`src/hdl/apwb_pkg.sv`:
```
package apwb_pkg;

  // Defaults for the top-level geometry parameters
  localparam int unsigned ImageWidthDef   = 256;
  localparam int unsigned ImageHeightDef  = 256;
  localparam int unsigned MaxHalfPatchDef = 4;

  // Divider widths: numerator up to 2^37 in magnitude, |det| up to 2^31
  localparam int unsigned NumW = 40;
  localparam int unsigned DenW = 33;

  // Configuration port
  localparam int unsigned PaddrW = 4;
  localparam logic [1:0] REG_COLS = 2'd0;
  localparam logic [1:0] REG_ROWS = 2'd1;
  localparam logic [1:0] REG_HALF = 2'd2;

  // Register reset values
  localparam logic [8:0] ColsRst = 9'd256;
  localparam logic [8:0] RowsRst = 9'd256;
  localparam logic [2:0] HalfRst = 3'd4;

  // Item actions
  localparam logic ACT_WRITE = 1'b0;
  localparam logic ACT_WARP  = 1'b1;

  typedef struct packed {
    logic               action;
    logic [7:0]         pixel_col;
    logic [7:0]         pixel_row;
    logic [7:0]         pixel_value;
    logic signed [15:0] affine_00;
    logic signed [15:0] affine_01;
    logic signed [15:0] affine_10;
    logic signed [15:0] affine_11;
    logic [15:0]        key_x;
    logic [15:0]        key_y;
    logic [1:0]         ref_level;
    logic [1:0]         srch_level;
  } in_item_t;

  typedef struct packed {
    logic [7:0] patch_value;
    logic       failed;
    logic       last;
  } out_item_t;

endpackage

```
`src/hdl/apwb_div.sv`:
```
module apwb_div (
  input  logic                               clk_i,
  input  logic                               rst_ni,
  input  logic                               start_i,
  input  logic signed [apwb_pkg::NumW-1:0]   num_i,
  input  logic signed [apwb_pkg::DenW-1:0]   den_i,
  output logic                               busy_o,
  output logic                               done_o,
  output logic signed [apwb_pkg::NumW-1:0]   quot_o
);

  localparam int unsigned NW = apwb_pkg::NumW;
  localparam int unsigned DW = apwb_pkg::DenW;
  localparam int unsigned CW = $clog2(NW + 1);

  logic [CW-1:0] cnt_q, cnt_d;
  logic          done_q, done_d;
  logic [NW-1:0] q_q, q_d;
  logic [DW-1:0] rem_q, rem_d;
  logic [DW-1:0] dmag_q, dmag_d;
  logic          neg_q, neg_d;
  logic [DW-1:0] trial;

  // One quotient bit per cycle, restoring on magnitudes
  always_comb begin
    cnt_d  = cnt_q;
    done_d = 1'b0;
    q_d    = q_q;
    rem_d  = rem_q;
    dmag_d = dmag_q;
    neg_d  = neg_q;
    trial  = {rem_q[DW-2:0], q_q[NW-1]};
    if (start_i) begin
      q_d    = num_i[NW-1] ? NW'(-num_i) : NW'(num_i);
      dmag_d = den_i[DW-1] ? DW'(-den_i) : DW'(den_i);
      neg_d  = num_i[NW-1] ^ den_i[DW-1];
      rem_d  = '0;
      cnt_d  = CW'(NW);
    end else if (cnt_q != '0) begin
      if (trial >= dmag_q) begin
        rem_d = trial - dmag_q;
        q_d   = {q_q[NW-2:0], 1'b1};
      end else begin
        rem_d = trial;
        q_d   = {q_q[NW-2:0], 1'b0};
      end
      cnt_d = cnt_q - 1'b1;
      if (cnt_q == CW'(1)) begin
        done_d = 1'b1;
      end
    end
  end

  always_ff @(posedge clk_i or negedge rst_ni) begin
    if (!rst_ni) begin
      cnt_q  <= '0;
      done_q <= 1'b0;
    end else begin
      cnt_q  <= cnt_d;
      done_q <= done_d;
    end
  end

  always_ff @(posedge clk_i) begin
    q_q    <= q_d;
    rem_q  <= rem_d;
    dmag_q <= dmag_d;
    neg_q  <= neg_d;
  end

  // Floor towards minus infinity when the signs differ
  assign quot_o = neg_q ? (-$signed(q_q) - ((rem_q != '0) ? NW'(1) : NW'(0)))
                        : $signed(q_q);
  assign busy_o = (cnt_q != '0);
  assign done_o = done_q;

endmodule

```
`config.mk`:
```
export PLATFORM = sky130hd
export DESIGN_NAME = apwb_div
export DESIGN_NICKNAME = d
export VERILOG_FILES = /design/src/hdl/apwb_pkg.sv /design/src/hdl/apwb_div.sv
export SDC_FILE = /design/constraint.sdc
export NUM_CORES = 1
export LEC_CHECK = 0
export BUFFER_PORTS_ARGS = -buffer_cell sky130_fd_sc_hd__buf_2
export CELL_PAD_IN_SITES_DETAIL_PLACEMENT = 0
export CELL_PAD_IN_SITES_GLOBAL_PLACEMENT = 1
export CORE_ASPECT_RATIO = 1.2
export CORE_MARGIN = 3
export CORE_UTILIZATION = 49
export DETAILED_ROUTE_END_ITERATION = 10
export PLACE_DENSITY = 0.89
export SYNTH_ARGS = -nofsm -noshare
export SYNTH_HDL_FRONTEND = slang
export SYNTH_SLANG_ARGS = --single-unit
```
`constraint.sdc`:
```
create_clock -name clk_i -period 8.4 [get_ports clk_i]
set_input_delay 0 -clock clk_i [delete_from_list [all_inputs] [get_ports clk_i]]
set_output_delay 0 -clock clk_i [all_outputs]
set_load 0.1 [all_outputs]
```
==> results.tsv <==
metric	value	unit
drt first-iter violations	631	
number of cells on the worst hold path	3	
Crit path buffers/inverters	2	
Clock Sinks	114	
multi-input logic area	6718	sq um
Slew Limit Fails	0	
Clk network pwr share	29.2	%
final hold vios	0	
switching power	1.278	mW
Synth top area share	21.48	%
via/cell ratio	5.713	
post_cts resized	0	
post-CTS setup buffers	0	
number of setup violations in the final report	0	
global-route wire length before repair	45200	um
R2R depth	11	
IO Port Bufs	117	
CTS tree	done	
largest net degree at the start of global routing	78	
Post-synth EDFFs	74	
Layout area overhead	18.22	%
ant diodes	0	
CP endpoint kind	output port	
most used cell, CP	ha_1	
gpl congestion	0.9063	
gr ovfl total	0	
library cells used by synthesis	71	
clock buffer count from CTS	17	
cell breakdown of the critical path	nor4_1, nand4_1, nor3_1, ha_1, ha_1, inv_1, ha_1, o21ba_2, o221ai_1, o2111ai_1, o211ai_1, a21oi_1, o21ai_0, o22ai_1, mux2i_1, xnor2_1, buf_2	
Int Power	1.553	mW
Min Clock Period, post-route	4808	ps
leak pwr	5.196	nW
Final Cycle Share	57.23	%
row count	57	
RSZ-0062 raised after global routing	no	
Sw Share	45.16	%
Top FF cell, synth	edfxtp_1	
Via Count	9535	
max-cap violations	0	
required time of the critical path	8400	ps
Synth Cell Area	10340	sq um
Pwr Density	231.5	nW/um^2
Max rail drop VDD	190.5	uV
CTS clk-pin slew, worst paths	60	ps
number of global-route vias before repair	9179	
antenna violations before repair	0	
CP max FO	5	
post-route antenna net violation count	0	
Worst Setup Start Kind	register	
async set-reset flop share out of synthesis	6.140	%
WS Path Type	register to output port	
sequential-to-total area share from yosys stat	29.56	%
Core Area	20470	sq um
status	finished, final reports clean	
layout cells sized above 1	12.89	%
WP depth	17	
Worst-Margin Slew	1028	ps
syn_area_per_cell	8.222	sq um
Post-Route Skew	10.24	ps
DP HPWL	20610	um
CTS H-tree depth	4	
FF+latch area	3058	sq um
drt pass-1 iters	5	
sequential power share	24.4	%
die span in y	165.2	um
Min-Delay Path Class	primary input to register	
Max Root-Sink Buffers	2	
Post-Syn Instances	1258	
post-layout util	59.74	%
Max Fclk	208.0	MHz
drt wl/cell	16.65	um
Synth warnings	0	
final layout net count	1547	
synthesized flop and latch total	114	
GRT Util Overall	23.86	%
drt drc	0	
CP delay by family, top	compound AO/OA/AOI/OAI gates	
syn_nets	1414	
Post-Route Setup TNS	0	ps
chip width	138.6	um
Starting Density	50.53	%
fill cell count	1778	
full die area	22900	sq um
CP peak stage delay	470	ps
CP arrival	4810	ps
Rel. slew slack	31.23	%
power share of the combinational group	46.4	%
I/O pins	118	
top cells by area, synth	edfxtp_1 (21%), ha_1 (9.6%), dfxtp_1 (6.4%)	
Synth area leader	edfxtp_1	
Crit-path slowest cell	nor4_1	
final WL	27800	um
Skew-Pair Late Insertion Delay	420	ps
Root Buffer	clkbuf_16	
-- state kept, by name, indices dropped and copies added, names as in the netlist --
name and count:
q_q 40, dmag_q 33, rem_q 33, cnt_q 6, done_o 1, neg_q 1
-- cells in the mapped netlist (5+ instances only) --
| master | count |
|---|---|
| nor4_1 | 16 |
| and3_1 | 9 |
| nor2_1 | 86 |
| o21bai_1 | 14 |
| nand3_1 | 21 |
| o21ai_0 | 105 |
| nand2b_1 | 11 |
| nor2b_1 | 8 |
| mux2i_1 | 38 |
| a21o_1 | 22 |
| o21a_1 | 16 |
| xor2_1 | 58 |
| o41ai_1 | 13 |
| a31oi_1 | 10 |
| o211ai_1 | 7 |
| ha_1 | 79 |
| o22ai_1 | 6 |
| dfrtp_1 | 7 |
| o31ai_1 | 19 |
| or3_1 | 8 |
| dfxtp_1 | 33 |
| and2_1 | 5 |
| or4_1 | 14 |
| nand4_1 | 16 |
| clkbuf_1 | 46 |
| xnor2_1 | 74 |
| inv_1 | 101 |
| a211oi_1 | 11 |
| nand2_1 | 129 |
| edfxtp_1 | 74 |
| nor3_1 | 11 |
| nand3b_1 | 5 |
| a21oi_1 | 113 |
-- power groups by stage --
stage	Clock (mW)	Combinational (mW)	Sequential (mW)
after global placement	0	1.28	0.701
after CTS	0.833	1.31	0.691
after detailed placement	0	1.29	0.702
final	0.826	1.31	0.691
after floorplan	0	1.06	0.687
after global routing	0.856	1.41	0.697
-- metal layers --
layer	GRT usage, %	part of all wire [%]	vias to the layer above
met1	29.42	44	4413
li1	-	-	4830
met2	43.27	50	242
met3	3.053	3.6	50
met5	0	0	-
met4	8.274	2.2	0
-- what timing repair did --
item                                    in CTS  in global routing
hold buffers                                45                  0
endpoints found under the setup margin       0                  0
hold endpoints to repair                    50                  0
-- per-stage QoR --
stage / hold WS, ps / std cells / cell area [sq um] / worst slack (ps) / total power [mW]
3_3_place_gp: -161.4 / 1592 / 11110 / 4179 / 1.985
4_1_cts: 1.306 / 1669 / 12230 / 3635 / 2.834
6_report: 5.823 / 1669 / 12230 / 3592 / 2.831
3_5_place_dp: -159.0 / 1592 / 11110 / 4108 / 1.988
5_1_grt: 16.04 / 1669 / 12230 / 3355 / 2.965
2_1_floorplan: -295.6 / 1258 / 10340 / 3996 / 1.744
-- worst min-delay path: stages --
cell	delay [ps]
buf_2	100
xor2_1	60
a21oi_1	150
-- layout make-up --
type                       instances  share of cell area, %
sequential                       114                  25.01
tap                              265                  2.712
inverter                         101                  3.100
timing repair buffer             167                  8.800
clock inverter                    14                  1.852
clock buffer                      18                  3.592
multi-input combinational        990                  54.94
-- cell families (layout without fill, tap and decap cells) --
group / after synthesis / after routing / share of synthesized area (%)
AO/OA/AOI/OAI: 377 / 377 / 22.80
AND/OR/NAND/NOR: 359 / 359 / 16.97
buffers and inverters: 154 / 300 / 5.625
XOR/XNOR: 132 / 132 / 11.18
flip-flops: 114 / 114 / 29.56
adder cells (fa/ha/maj): 80 / 80 / 9.750
multiplexers: 42 / 42 / 4.113
-- placed cells by master (no fill, tap or decap), types with 8 or more instances in the layout --
master	n
o41ai_1	13
o21ai_0	105
o31ai_1	19
nand2b_1	11
nor2b_1	8
o21bai_1	14
nand2_1	129
inv_1	100
nand4_1	16
a21oi_1	112
xor2_1	58
edfxtp_1	74
buf_2	116
xnor2_1	74
or4_1	14
a31oi_1	10
clkbuf_16	17
nand3_1	21
a211oi_1	11
ha_1	79
dfxtp_1	33
nor2_1	85
and3_1	9
o21a_1	16
a21o_1	22
or3_1	8
mux2i_1	38
nor3_1	11
dlygate4sd3_1	45
nor4_1	16
-- worst paths after layout --
check | start | endpoint | slack (ps)
worst max-delay path | rem_q[6]$_SDFFE_PP0P_ | quot_o[39] | 3590
worst min-delay path | num_i[8] | q_q[8]$_DFFE_PP_ | 6
worst max register to register | dmag_q[7]$_DFFE_PP_ | rem_q[12]$_SDFFE_PP0P_ | 4550
worst min register to register | cnt_q[2]$_DFFE_PN0P_ | done_o$_DFF_PN0_ | 470
max in group asynchronous | rst_ni | cnt_q[4]$_DFFE_PN0P_ | 7630
min in group asynchronous | rst_ni | done_o$_DFF_PN0_ | 530
(Power assumes the default switching activity.)
